[src/wdalu_pkg.sv]
// ----------------------------------------------------------------------------
// wdalu_pkg
// Shared types and codes for the word ALU: mode codes, operation classes,
// status selection and the control word that travels with each item.
// ----------------------------------------------------------------------------
package wdalu_pkg;

    typedef enum logic [3:0] {
        MODE_ADD    = 4'd0,
        MODE_SUB    = 4'd1,
        MODE_MUL    = 4'd2,
        MODE_DIV    = 4'd3,
        MODE_SWAP   = 4'd4,
        MODE_CMP    = 4'd5,
        MODE_MIN    = 4'd6,
        MODE_MAX    = 4'd7,
        MODE_CLAMP  = 4'd8,
        MODE_ZERO   = 4'd9,
        MODE_SATADD = 4'd10,
        MODE_SATSUB = 4'd11,
        MODE_INC    = 4'd12,
        MODE_DEC    = 4'd13
    } mode_t;

    typedef enum logic [1:0] {
        OPC_DIRECT,
        OPC_MUL,
        OPC_DIV
    } op_class_t;

    typedef enum logic [1:0] {
        ST_RES_HIGH,
        ST_SEC_HIGH,
        ST_CODE
    } status_sel_t;

    localparam logic [7:0] CMP_EQ = 8'd0;
    localparam logic [7:0] CMP_GT = 8'd1;
    localparam logic [7:0] CMP_LT = 8'd255;

    typedef struct packed {
        op_class_t   cls;
        status_sel_t st_sel;
        logic [7:0]  code;
    } item_ctl_t;

endpackage

[src/word16_alu_core.sv]
// ----------------------------------------------------------------------------
// word16_alu_core
// Unsigned word ALU with wrapping, saturating, compare and divide modes.
// ----------------------------------------------------------------------------
// An item is taken when start is high and busy is low, one item per clock.
// Every item's result appears on the result ports, marked by done, once it
// has passed the queue, the execution stages and the output register,
// in order and for one cycle only; the receiver cannot stall, so capture it
// then. The execution pipeline resolves one multiplier bit or one quotient
// bit per stage over WORD_WIDTH stages; all modes travel through it so results
// keep their order. busy comes from the two-entry queue between decode and
// execution and stays low in practice.
// ----------------------------------------------------------------------------
module word16_alu_core
    import wdalu_pkg::*;
#(
    parameter int WORD_WIDTH = 16
)
(
    input  logic                  clk,
    input  logic                  rst_n,
    input  logic                  start,
    output logic                  busy,
    input  logic [3:0]            mode,
    input  logic [WORD_WIDTH-1:0] operand_a,
    input  logic [WORD_WIDTH-1:0] operand_b,
    input  logic [WORD_WIDTH-1:0] operand_c,
    output logic                  done,
    output logic [WORD_WIDTH-1:0] result_value,
    output logic [WORD_WIDTH-1:0] second_value,
    output logic [7:0]            status_byte
);

    localparam int CTL_W = $bits(item_ctl_t);
    localparam int Q_W   = CTL_W + 4 * WORD_WIDTH;

    logic                  q_full;
    logic                  q_empty;
    logic                  push;
    item_ctl_t             f_ctl;
    logic [WORD_WIDTH-1:0] f_res;
    logic [WORD_WIDTH-1:0] f_sec;
    logic [Q_W-1:0]        q_wr;
    logic [Q_W-1:0]        q_rd;
    item_ctl_t             b_ctl;
    logic [WORD_WIDTH-1:0] b_a;
    logic [WORD_WIDTH-1:0] b_b;
    logic [WORD_WIDTH-1:0] b_res;
    logic [WORD_WIDTH-1:0] b_sec;

    wdalu_front #(.WORD_WIDTH(WORD_WIDTH)) u_front
    (
        .start     (start),
        .q_full    (q_full),
        .busy      (busy),
        .push      (push),
        .mode      (mode),
        .operand_a (operand_a),
        .operand_b (operand_b),
        .operand_c (operand_c),
        .ctl       (f_ctl),
        .res       (f_res),
        .sec       (f_sec)
    );

    assign q_wr = {f_ctl, operand_a, operand_b, f_res, f_sec};

    // the back pipeline never stalls: drain one item every cycle
    wdalu_fifo #(.WIDTH(Q_W)) u_fifo
    (
        .clk     (clk),
        .rst_n   (rst_n),
        .push    (push),
        .wr_data (q_wr),
        .pop     (!q_empty),
        .rd_data (q_rd),
        .empty   (q_empty),
        .full    (q_full)
    );

    assign {b_ctl, b_a, b_b, b_res, b_sec} = q_rd;

    wdalu_back #(.WORD_WIDTH(WORD_WIDTH)) u_back
    (
        .clk          (clk),
        .rst_n        (rst_n),
        .in_valid     (!q_empty),
        .in_ctl       (b_ctl),
        .in_a         (b_a),
        .in_b         (b_b),
        .in_res       (b_res),
        .in_sec       (b_sec),
        .done         (done),
        .result_value (result_value),
        .second_value (second_value),
        .status_byte  (status_byte)
    );

endmodule

[src/wdalu_front.sv]
// ----------------------------------------------------------------------------
// wdalu_front
// Accepts items, decodes the mode and works out combinationally every
// operation but multiply and divide, which are tagged for the back pipeline.
// ----------------------------------------------------------------------------
module wdalu_front
    import wdalu_pkg::*;
#(
    parameter int WORD_WIDTH = 16
)
(
    input  logic                  start,
    input  logic                  q_full,
    output logic                  busy,
    output logic                  push,
    input  logic [3:0]            mode,
    input  logic [WORD_WIDTH-1:0] operand_a,
    input  logic [WORD_WIDTH-1:0] operand_b,
    input  logic [WORD_WIDTH-1:0] operand_c,
    output item_ctl_t             ctl,
    output logic [WORD_WIDTH-1:0] res,
    output logic [WORD_WIDTH-1:0] sec
);

    localparam logic [WORD_WIDTH-1:0] ONES = '1;

    logic [WORD_WIDTH:0]   sum;
    logic [WORD_WIDTH-1:0] lo_bound;
    logic                  a_lt_b;

    assign busy = q_full;
    assign push = start && !q_full;

    assign sum      = {1'b0, operand_a} + {1'b0, operand_b};
    assign a_lt_b   = operand_a < operand_b;
    assign lo_bound = a_lt_b ? operand_b : operand_a;

    always_comb
    begin
        ctl.cls    = OPC_DIRECT;
        ctl.st_sel = ST_RES_HIGH;
        ctl.code   = CMP_EQ;
        res        = '0;
        sec        = '0;
        unique case (mode_t'(mode))
            MODE_ADD:    res = sum[WORD_WIDTH-1:0];
            MODE_SUB:    res = operand_a - operand_b;
            MODE_MUL:    ctl.cls = OPC_MUL;
            MODE_DIV:
            begin
                // hold the dividend: it is the answer for a zero divisor
                ctl.cls = OPC_DIV;
                res     = operand_a;
            end
            MODE_SWAP:
            begin
                res        = operand_b;
                sec        = operand_a;
                ctl.st_sel = ST_SEC_HIGH;
            end
            MODE_CMP:
            begin
                ctl.st_sel = ST_CODE;
                if (operand_a == operand_b)
                    ctl.code = CMP_EQ;
                else if (a_lt_b)
                    ctl.code = CMP_LT;
                else
                    ctl.code = CMP_GT;
            end
            MODE_MIN:    res = a_lt_b ? operand_a : operand_b;
            MODE_MAX:    res = a_lt_b ? operand_b : operand_a;
            MODE_CLAMP:  res = (lo_bound > operand_c) ? operand_c : lo_bound;
            MODE_SATADD: res = sum[WORD_WIDTH] ? ONES : sum[WORD_WIDTH-1:0];
            MODE_SATSUB: res = a_lt_b ? '0 : operand_a - operand_b;
            MODE_INC:    res = (operand_a == ONES) ? operand_a : operand_a + 1'b1;
            MODE_DEC:    res = (operand_a == '0) ? '0 : operand_a - 1'b1;
            default:     ctl.st_sel = ST_CODE;
        endcase
    end

endmodule

[src/wdalu_fifo.sv]
// ----------------------------------------------------------------------------
// wdalu_fifo
// Two-entry queue between the front and the back pipeline.
// ----------------------------------------------------------------------------
module wdalu_fifo
#(
    parameter int WIDTH = 8
)
(
    input  logic             clk,
    input  logic             rst_n,
    input  logic             push,
    input  logic [WIDTH-1:0] wr_data,
    input  logic             pop,
    output logic [WIDTH-1:0] rd_data,
    output logic             empty,
    output logic             full
);

    logic [WIDTH-1:0] mem_reg [2];
    logic             wr_ptr_reg;
    logic             wr_ptr_next;
    logic             rd_ptr_reg;
    logic             rd_ptr_next;
    logic [1:0]       count_reg;
    logic [1:0]       count_next;
    logic             do_pop;

    assign empty   = count_reg == 2'd0;
    assign full    = count_reg == 2'd2;
    assign do_pop  = pop && !empty;
    assign rd_data = mem_reg[rd_ptr_reg];

    always_comb
    begin
        wr_ptr_next = push ? !wr_ptr_reg : wr_ptr_reg;
        rd_ptr_next = do_pop ? !rd_ptr_reg : rd_ptr_reg;
        count_next  = count_reg + {1'b0, push} - {1'b0, do_pop};
    end

    always_ff @(posedge clk or negedge rst_n)
    begin
        if (!rst_n)
        begin
            wr_ptr_reg <= 1'b0;
            rd_ptr_reg <= 1'b0;
            count_reg  <= 2'd0;
        end
        else
        begin
            wr_ptr_reg <= wr_ptr_next;
            rd_ptr_reg <= rd_ptr_next;
            count_reg  <= count_next;
        end
    end

    always_ff @(posedge clk)
    begin
        if (push)
            mem_reg[wr_ptr_reg] <= wr_data;
    end

endmodule

[src/wdalu_back.sv]
// ----------------------------------------------------------------------------
// wdalu_back
// Fixed-latency execution pipeline: one multiplier bit or one quotient bit
// per stage, WORD_WIDTH stages, then the output register.
// ----------------------------------------------------------------------------
module wdalu_back
    import wdalu_pkg::*;
#(
    parameter int WORD_WIDTH = 16
)
(
    input  logic                  clk,
    input  logic                  rst_n,
    input  logic                  in_valid,
    input  item_ctl_t             in_ctl,
    input  logic [WORD_WIDTH-1:0] in_a,
    input  logic [WORD_WIDTH-1:0] in_b,
    input  logic [WORD_WIDTH-1:0] in_res,
    input  logic [WORD_WIDTH-1:0] in_sec,
    output logic                  done,
    output logic [WORD_WIDTH-1:0] result_value,
    output logic [WORD_WIDTH-1:0] second_value,
    output logic [7:0]            status_byte
);

    localparam int W = WORD_WIDTH;

    // stage registers; fa: multiplicand or dividend, fb: multiplier or divisor,
    // acc: product or remainder, quo: quotient
    logic            vld_reg [W];
    item_ctl_t       ctl_reg [W];
    logic [W-1:0]    fa_reg  [W];
    logic [W-1:0]    fb_reg  [W];
    logic [W-1:0]    acc_reg [W];
    logic [W-1:0]    quo_reg [W];
    logic [W-1:0]    res_reg [W];
    logic [W-1:0]    sec_reg [W];

    logic            src_vld [W];
    item_ctl_t       src_ctl [W];
    logic [W-1:0]    src_fa  [W];
    logic [W-1:0]    src_fb  [W];
    logic [W-1:0]    src_acc [W];
    logic [W-1:0]    src_quo [W];
    logic [W-1:0]    src_res [W];
    logic [W-1:0]    src_sec [W];

    logic [W-1:0]    fa_next  [W];
    logic [W-1:0]    fb_next  [W];
    logic [W-1:0]    acc_next [W];
    logic [W-1:0]    quo_next [W];
    logic [W:0]      trial    [W];
    logic [W:0]      diff     [W];
    logic [W-1:0]    prod_sum [W];

    logic            done_reg;
    logic [W-1:0]    result_reg;
    logic [W-1:0]    second_reg;
    logic [7:0]      status_reg;
    logic [W-1:0]    final_res;
    logic [7:0]      final_st;
    item_ctl_t       last_ctl;

    always_comb
    begin
        for (int i = 0; i < W; i++)
        begin
            if (i == 0)
            begin
                src_vld[i] = in_valid;
                src_ctl[i] = in_ctl;
                src_fa[i]  = in_a;
                src_fb[i]  = in_b;
                src_acc[i] = '0;
                src_quo[i] = '0;
                src_res[i] = in_res;
                src_sec[i] = in_sec;
            end
            else
            begin
                src_vld[i] = vld_reg[i-1];
                src_ctl[i] = ctl_reg[i-1];
                src_fa[i]  = fa_reg[i-1];
                src_fb[i]  = fb_reg[i-1];
                src_acc[i] = acc_reg[i-1];
                src_quo[i] = quo_reg[i-1];
                src_res[i] = res_reg[i-1];
                src_sec[i] = sec_reg[i-1];
            end
        end
    end

    always_comb
    begin
        for (int i = 0; i < W; i++)
        begin
            prod_sum[i] = src_acc[i] + (src_fb[i][0] ? src_fa[i] : '0);
            trial[i]    = {src_acc[i], src_fa[i][W-1]};
            diff[i]     = trial[i] - {1'b0, src_fb[i]};
            fa_next[i]  = src_fa[i];
            fb_next[i]  = src_fb[i];
            acc_next[i] = src_acc[i];
            quo_next[i] = src_quo[i];
            unique case (src_ctl[i].cls)
                OPC_MUL:
                begin
                    fa_next[i]  = {src_fa[i][W-2:0], 1'b0};
                    fb_next[i]  = {1'b0, src_fb[i][W-1:1]};
                    acc_next[i] = prod_sum[i];
                end
                OPC_DIV:
                begin
                    // restoring step: bring down the next dividend bit
                    fa_next[i]  = {src_fa[i][W-2:0], 1'b0};
                    acc_next[i] = diff[i][W] ? trial[i][W-1:0] : diff[i][W-1:0];
                    quo_next[i] = {src_quo[i][W-2:0], !diff[i][W]};
                end
                default:
                begin
                    fa_next[i] = src_fa[i];
                end
            endcase
        end
    end

    always_ff @(posedge clk or negedge rst_n)
    begin
        if (!rst_n)
        begin
            for (int i = 0; i < W; i++)
                vld_reg[i] <= 1'b0;
        end
        else
        begin
            for (int i = 0; i < W; i++)
                vld_reg[i] <= src_vld[i];
        end
    end

    always_ff @(posedge clk)
    begin
        for (int i = 0; i < W; i++)
        begin
            ctl_reg[i] <= src_ctl[i];
            fa_reg[i]  <= fa_next[i];
            fb_reg[i]  <= fb_next[i];
            acc_reg[i] <= acc_next[i];
            quo_reg[i] <= quo_next[i];
            res_reg[i] <= src_res[i];
            sec_reg[i] <= src_sec[i];
        end
    end

    assign last_ctl = ctl_reg[W-1];

    always_comb
    begin
        unique case (last_ctl.cls)
            OPC_MUL: final_res = acc_reg[W-1];
            OPC_DIV: final_res = (fb_reg[W-1] == '0) ? res_reg[W-1] : quo_reg[W-1];
            default: final_res = res_reg[W-1];
        endcase
    end

    always_comb
    begin
        unique case (last_ctl.st_sel)
            ST_RES_HIGH: final_st = final_res[W-1 -: 8];
            ST_SEC_HIGH: final_st = sec_reg[W-1][W-1 -: 8];
            default:     final_st = last_ctl.code;
        endcase
    end

    always_ff @(posedge clk or negedge rst_n)
    begin
        if (!rst_n)
            done_reg <= 1'b0;
        else
            done_reg <= vld_reg[W-1];
    end

    always_ff @(posedge clk)
    begin
        result_reg <= final_res;
        second_reg <= sec_reg[W-1];
        status_reg <= final_st;
    end

    assign done         = done_reg;
    assign result_value = result_reg;
    assign second_value = second_reg;
    assign status_byte  = status_reg;

endmodule

[config.mk]
export PLATFORM = sky130hd
export DESIGN_NAME = word16_alu_core
export DESIGN_NICKNAME = d
export VERILOG_FILES = /design/src/wdalu_pkg.sv /design/src/word16_alu_core.sv /design/src/wdalu_front.sv /design/src/wdalu_fifo.sv /design/src/wdalu_back.sv
export SDC_FILE = /design/constraint.sdc
export NUM_CORES = 2
export LEC_CHECK = 0
export BUFFER_PORTS_ARGS = -buffer_cell sky130_fd_sc_hd__buf_2
export CAP_MARGIN = 25
export CORE_MARGIN = 2
export CORE_UTILIZATION = 45
export DETAILED_ROUTE_END_ITERATION = 12
export PLACE_DENSITY = 0.66
export SETUP_SLACK_MARGIN = 0.15
export SLEW_MARGIN = 10
export SYNTH_ARGS = -nofsm -noshare
export SYNTH_HDL_FRONTEND = slang
export SYNTH_SLANG_ARGS = --single-unit
[constraint.sdc]
create_clock -name clk -period 4 [get_ports clk]
set_input_delay 0.6 -clock clk [delete_from_list [all_inputs] [get_ports clk]]
set_output_delay 0.6 -clock clk [all_outputs]
set_load 0.01 [all_outputs]
### Word level (Yosys, flattened, before mapping)

Memories as Yosys holds them, arrays and structs flattened.
Cells that the tools add are included.
Widths: inputs -> output; s select.

* flip-flop bits (word level): 61
* memory bits (writable): 1880
* input port bits: 55
* output and inout bits: 42
* logic and storage cells: 278
* memories kept: 8

* add/sub/neg operators: 37
* order comparisons: 2
* eq/ne operators: 50
* mux-type cells: 115
* reduce and logical (&&, ||, !) cells: 43

Memories
* u_back.acc_reg: words 16, width 16, read ports 16, clocked after Yosys merged registers in 0, write ports 16, RTL line wdalu_back.sv:34 `logic [W-1:0] acc_reg [W];`
* u_back.fa_reg: words 16, width 16, read ports 15, clocked after Yosys merged registers in 0, write ports 16, RTL line wdalu_back.sv:32 `logic [W-1:0] fa_reg [W];`
* u_back.fb_reg: words 16, width 16, read ports 16, clocked after Yosys merged registers in 0, write ports 16, RTL line wdalu_back.sv:33 `logic [W-1:0] fb_reg [W];`
* u_back.quo_reg: words 16, width 16, read ports 16, clocked after Yosys merged registers in 0, write ports 16, RTL line wdalu_back.sv:35 `logic [W-1:0] quo_reg [W];`
* u_back.res_reg: words 16, width 16, read ports 16, clocked after Yosys merged registers in 0, write ports 16, RTL line wdalu_back.sv:36 `logic [W-1:0] res_reg [W];`
* u_back.sec_reg: words 16, width 16, read ports 16, clocked after Yosys merged registers in 0, write ports 16, RTL line wdalu_back.sv:37 `logic [W-1:0] sec_reg [W];`
* 2 more memories

Operator list (count)
* $mux 16: 88
* $pmux 16 s2: 17
* $sub 17x16->17: 15
* $add 16x16->16: 15
* $pmux 16 s11: 1
* $eq 2x1->1 const B: 18
* $eq 2x2->1 const B: 18
* $logic_not 16->1: 2
* $reduce_or 2->1: 16
* $mux 8: 3
* $eq 4x4->1 const B: 5
* $logic_not 1->1: 20
* $add 16x16->17: 1
* $sub 1x16->17: 1
* $add 16x1->16 const B: 1
* $eq 16x16->1: 1
* $eq 16x16->1 const B: 1
* $eq 4x3->1 const B: 4
* $gt 16x16->1: 1
* $lt 16x16->1: 1
* $pmux 8 s2: 1
* $sub 16x1->16 const B: 1
* $sub 16x16->16: 1
* $reduce_or 11->1: 1
* 9 further kinds: 14

### Logic depth before layout (Yosys ltp)

* word-level depth: 5
* depth in mapped cells: 26
* gate-level depth less buffers: 22

### Hierarchy

A second synthesis with hierarchy kept.

* cells, all modules: 8044
* area total of the unflattened synthesis: 80982.7 um^2

Modules (own cells, without submodules)
* wdalu_back: times used 1, cells an instance 7117, area each 70883.0 um^2
* wdalu_fifo: times used 1, cells an instance 254, area each 5818.1 um^2
* wdalu_front: times used 1, cells an instance 672, area each 4277.9 um^2
* word16_alu_core: times used 1, cells an instance 1, area each 3.8 um^2

### Worst setup path before layout

OpenSTA, ideal clock, no wires.

* kind: input-to-reg
* start: in operand_a[0]
* end: mem u_fifo.mem_reg[0][20] (netlist bit), data pin
* library setup time: 0.263 ns
* data arrival time: 5.355 ns
* data required time: 3.737 ns
* setup slack: -1.618 ns
* stages: 24
* buffers on the path: 3
* cells stage by stage: clkbuf_1 inv_1 ha_1 inv_1 fa_1 a21oi_1 o21bai_1 a21boi_0 o31ai_1 a21o_1 clkbuf_1 clkbuf_1 nand2_1 o21ai_0 ha_1 and3_1 a221o_1 a21oi_1 nor2_1 o31ai_1 nor2_1 a221o_1 a221o_1 a211o_1

* cells in the longest elaborated chain, start to end: 5
* elaborated cells between the ends (all ways): 16

RTL lines
* from (decl): RTL line word16_alu_core.sv:25 `input logic [WORD_WIDTH-1:0] operand_a,`
* $lt 16x16->1: RTL line wdalu_front.sv:35 `assign a_lt_b = operand_a < operand_b;`
* $mux 16: RTL line wdalu_front.sv:36, wdalu_front.sv:72
* $gt 16x16->1: RTL line wdalu_front.sv:73 `MODE_CLAMP: res = (lo_bound > operand_c) ? operand_c : lo_bound;`
* $mux 16: RTL line wdalu_front.sv:73
* $pmux 16 s11 *: RTL line wdalu_front.sv:45 `unique case (mode_t'(mode))`
* via f_res[4]: RTL line word16_alu_core.sv:41 `logic [WORD_WIDTH-1:0] f_res;`
* to (decl): RTL line wdalu_fifo.sv:20 `logic [WIDTH-1:0] mem_reg [2];`

Mark *: on every way through the listed nets, which the timed path passes. The rest lies on a longest branch.

### Worst setup path in the final report

* start: in operand_a[0]
* end: mem u_fifo.mem_reg[1][26] (netlist bit), data pin

Same word-level chain as after synthesis.

==> flow_metrics.tcl <==
set metrics [dict create \
    clk_pin_slew_ns 0.07 \
    vias_per_cell 5.420 \
    num_rows 151 \
    holdPathEnd "u_fifo.mem_reg[1][18]" \
    synth_cell_types 94 \
    use_met2_pct 34.70 \
    min-delay-start "operand_c[2]" \
    htreeDepth 4 \
    r2r_slack_ns 0.26 \
    grt_usage_pct 20.77 \
    combPwrFrac_pct 46.9 \
    post-place-ws_ns -1.277 \
    synthesis.nets 8291 \
    ys_seq_area_share_pct 46.04 \
    drive_gt1_share_pct 14.81 \
    async_flop_share_pct 1.237 \
    grt-busiest-layer "met2" \
    met1_usage_pct 27.76 \
    violations "negative setup slack" \
    wl_per_cell_microns 18.22 \
    grt_pass1_wl_microns 292700 \
    grt_pass1_vias 53990 \
    grt_max_degree 71 \
    synth_warnings 0 \
    cts_num_sinks 1697 \
    start_util_pct 45.42 \
    worstSkewPairLatency_ns 0.82 \
    cp.required_ns 4.56 \
    r2r_cells 14 \
    synth_seq_cells 1697 \
    finalCriticalPeriod_ns 4.068 \
    peakVddDrop_mv 0.4503 \
    setup_viol 12 \
    syn_area_per_cell_sq_um 10.09 \
    postSynthCellCount 7636 \
    slew_headroom_pct 30.51 \
    tightest_slew_ns 1.039 \
    area_growth_pct 13.92 \
    vias 55430 \
    cp-start-kind "primary input" \
    root_buffer "clkbuf_16" \
    cp_max_fo 15 \
    finalWorstSetupSlack_ns -0.06822 \
    min_period_over_period_pct 101.7 \
    cts_tree "done" \
    rr_startpoint "u_back.fa_reg[0][31]" \
    max_freq_mhz 245.8 \
    p_total_uw 84670 \
    remaining_drc_errors 0 \
    drtIter0Drc 4245 \
    fin_skew_ns 0.06833 \
    worstSetupEndpointType "flop" \
    cts_made_buffers 172 \
    hold_path_class "in -> reg" \
    reg2reg_to "u_back.acc_reg[2][10]" \
    place_congestion 0.9169 \
    wl_microns 186400 \
    switching_share_pct 38.54 \
    antenna_found_initial 5 \
    nets 8522 \
    die_h_microns 417.8 \
    power.internal_uw 52030 \
    ant_nets 0 \
    worstPathArrival_ns 4.62 \
    synth_edf_count 140 \
    dieArea_sq_um 174600 \
    rsz0062_at_grt "true" \
    synth_area_sq_um 77060 \
    power_frac_seq_pct 33.4 \
    critPathKind "in -> reg" \
    clock_power_share_pct 19.7 \
    clock_path_buffers 3 \
    die_x_microns 417.8 \
    hold_viol 0 \
    status "finished, violations left" \
    num_io_pins 97 \
    p_per_area_nw_per_um2 964.5 \
    use_met3_pct 2.947 \
    min_delay_path_depth 3 \
    first_pass_iters 7 \
    synth_flop_cell "dfxtp_1" \
    net-switching-power_uw 32630 \
    io_buffer_count 96 \
    p_leak_uw 0.03803 \
    hpwlAfterDp_microns 140900 \
    core-area_sq_um 169700 \
    most-common-layout-cells "dfxtp_1, nand2_1, ha_1" \
    grt-ovfl-total 0 \
    final_common_cell "dfxtp_1" \
    maxSlewViolCount 0 \
    max-cap-violations 0 \
]
==> area by class of cell <==
cell class              count  area (sq um)
clock inverters            81          1202
well taps                2218          2775
fillers                 15120         81880
flip-flops and latches   1697         35480
repair buffers            342          2540
clock buffers             234          4900
multi-input cells        5171         39060
diodes                      2         5.005
inverters                 483          1818
==> power groups by stage <==
stage	clock network [uW]	registers, uW	logic, uW
after detailed placement	0	28700	38600
after floorplan	0	26600	30000
after CTS	17100	28400	39000
final	16700	28300	39700
after global routing	17800	29000	43800
after global placement	0	28500	38000
==> how the worst max path moves through the flow <==
stage / start / end / slack [ns]
final: operand_a[0] / u_fifo.mem_reg[1][26] / -0.07
after floorplan: operand_a[0] / u_fifo.mem_reg[0][20] / -0.89
after global placement: operand_a[0] / u_fifo.mem_reg[0][26] / -1.25
after detailed placement: operand_a[0] / u_fifo.mem_reg[1][26] / -1.28
after global routing: operand_a[0] / u_fifo.mem_reg[0][27] / -0.18
after CTS: operand_a[0] / u_fifo.mem_reg[0][20] / 0.001
==> kinds of logic after synthesis <==
kind of cell | synth area share (%)
AO/OA/AOI/OAI | 15.23
AND/OR/NAND/NOR | 10.78
flip-flops | 46.04
buffers and inverters | 3.827
multiplexers | 9.101
adder cells (fa/ha/maj) | 10.05
XOR/XNOR | 4.965
==> Yosys cell counts, types with 140 or more instances <==
master	n	share of area, %
mux2i_1	182	2.4
xnor2_1	290	3.3
ha_1	568	9.2
dfxtp_1	1536	40
clkbuf_1	217	1.1
a21oi_1	379	2.5
and2_1	273	2.2
nand2_1	597	2.9
inv_1	482	2.3
a21o_1	146	1.4
edfxtp_1	140	5.5
mux2_2	433	6.3
nor2_1	257	1.3
o21ai_0	527	3.4
==> what timing repair did <==
| item | CTS | global route |
|---|---|---|
| buffers inserted | 4 | 15 |
| pin swaps | 18 | 28 |
| hold buffers | 2 | 0 |
| hold endpoints to repair | 22 | 0 |
| resized for setup | 28 | 46 |
| gates cloned | 1 | 0 |
| endpoints found under the setup margin | 32 | 87 |
==> metrics by stage <==
step | std cells | hold slack, ns | util [%] | cell area, sq um | setup TNS [ns]
global route | 10230 | 0.1110 | 51.74 | 87780 | -3.592
finish | 10230 | 0.1358 | 51.74 | 87780 | -0.3992
CTS | 10210 | 0.07484 | 51.52 | 87410 | 0
global placement | 9886 | 0.3095 | 47.82 | 81130 | -37.69
detailed placement | 9886 | 0.3121 | 47.82 | 81130 | -37.50
floorplan | 7636 | 0.3044 | - | 77160 | -24.88
==> critical path, stage by stage <==
cell,delay [ns]
buf_4,0.13
inv_6,0.06
ha_4,0.13
inv_2,0.04
fa_2,0.42
a21oi_4,0.16
o21bai_4,0.13
a21boi_2,0.17
o31ai_2,0.09
a21o_1,0.19
buf_12,0.15
nand2_1,0.06
o21ai_0,0.08
ha_1,0.32
a21o_1,0.17
a21oi_2,0.11
a21oi_1,0.07
o31a_1,0.32
o31ai_4,0.33
nor2_4,0.09
buf_12,0.15
nand2_1,0.06
o2111ai_1,0.12
or4_4,0.46
==> layer usage <==
metal	share of wire, %	wire (microns)
met2	47	87370
met4	2.7	5059
met5	0	0
met1	45	84260
met3	5.2	9699
No activity file was read; power rests on OpenSTA's default activity.
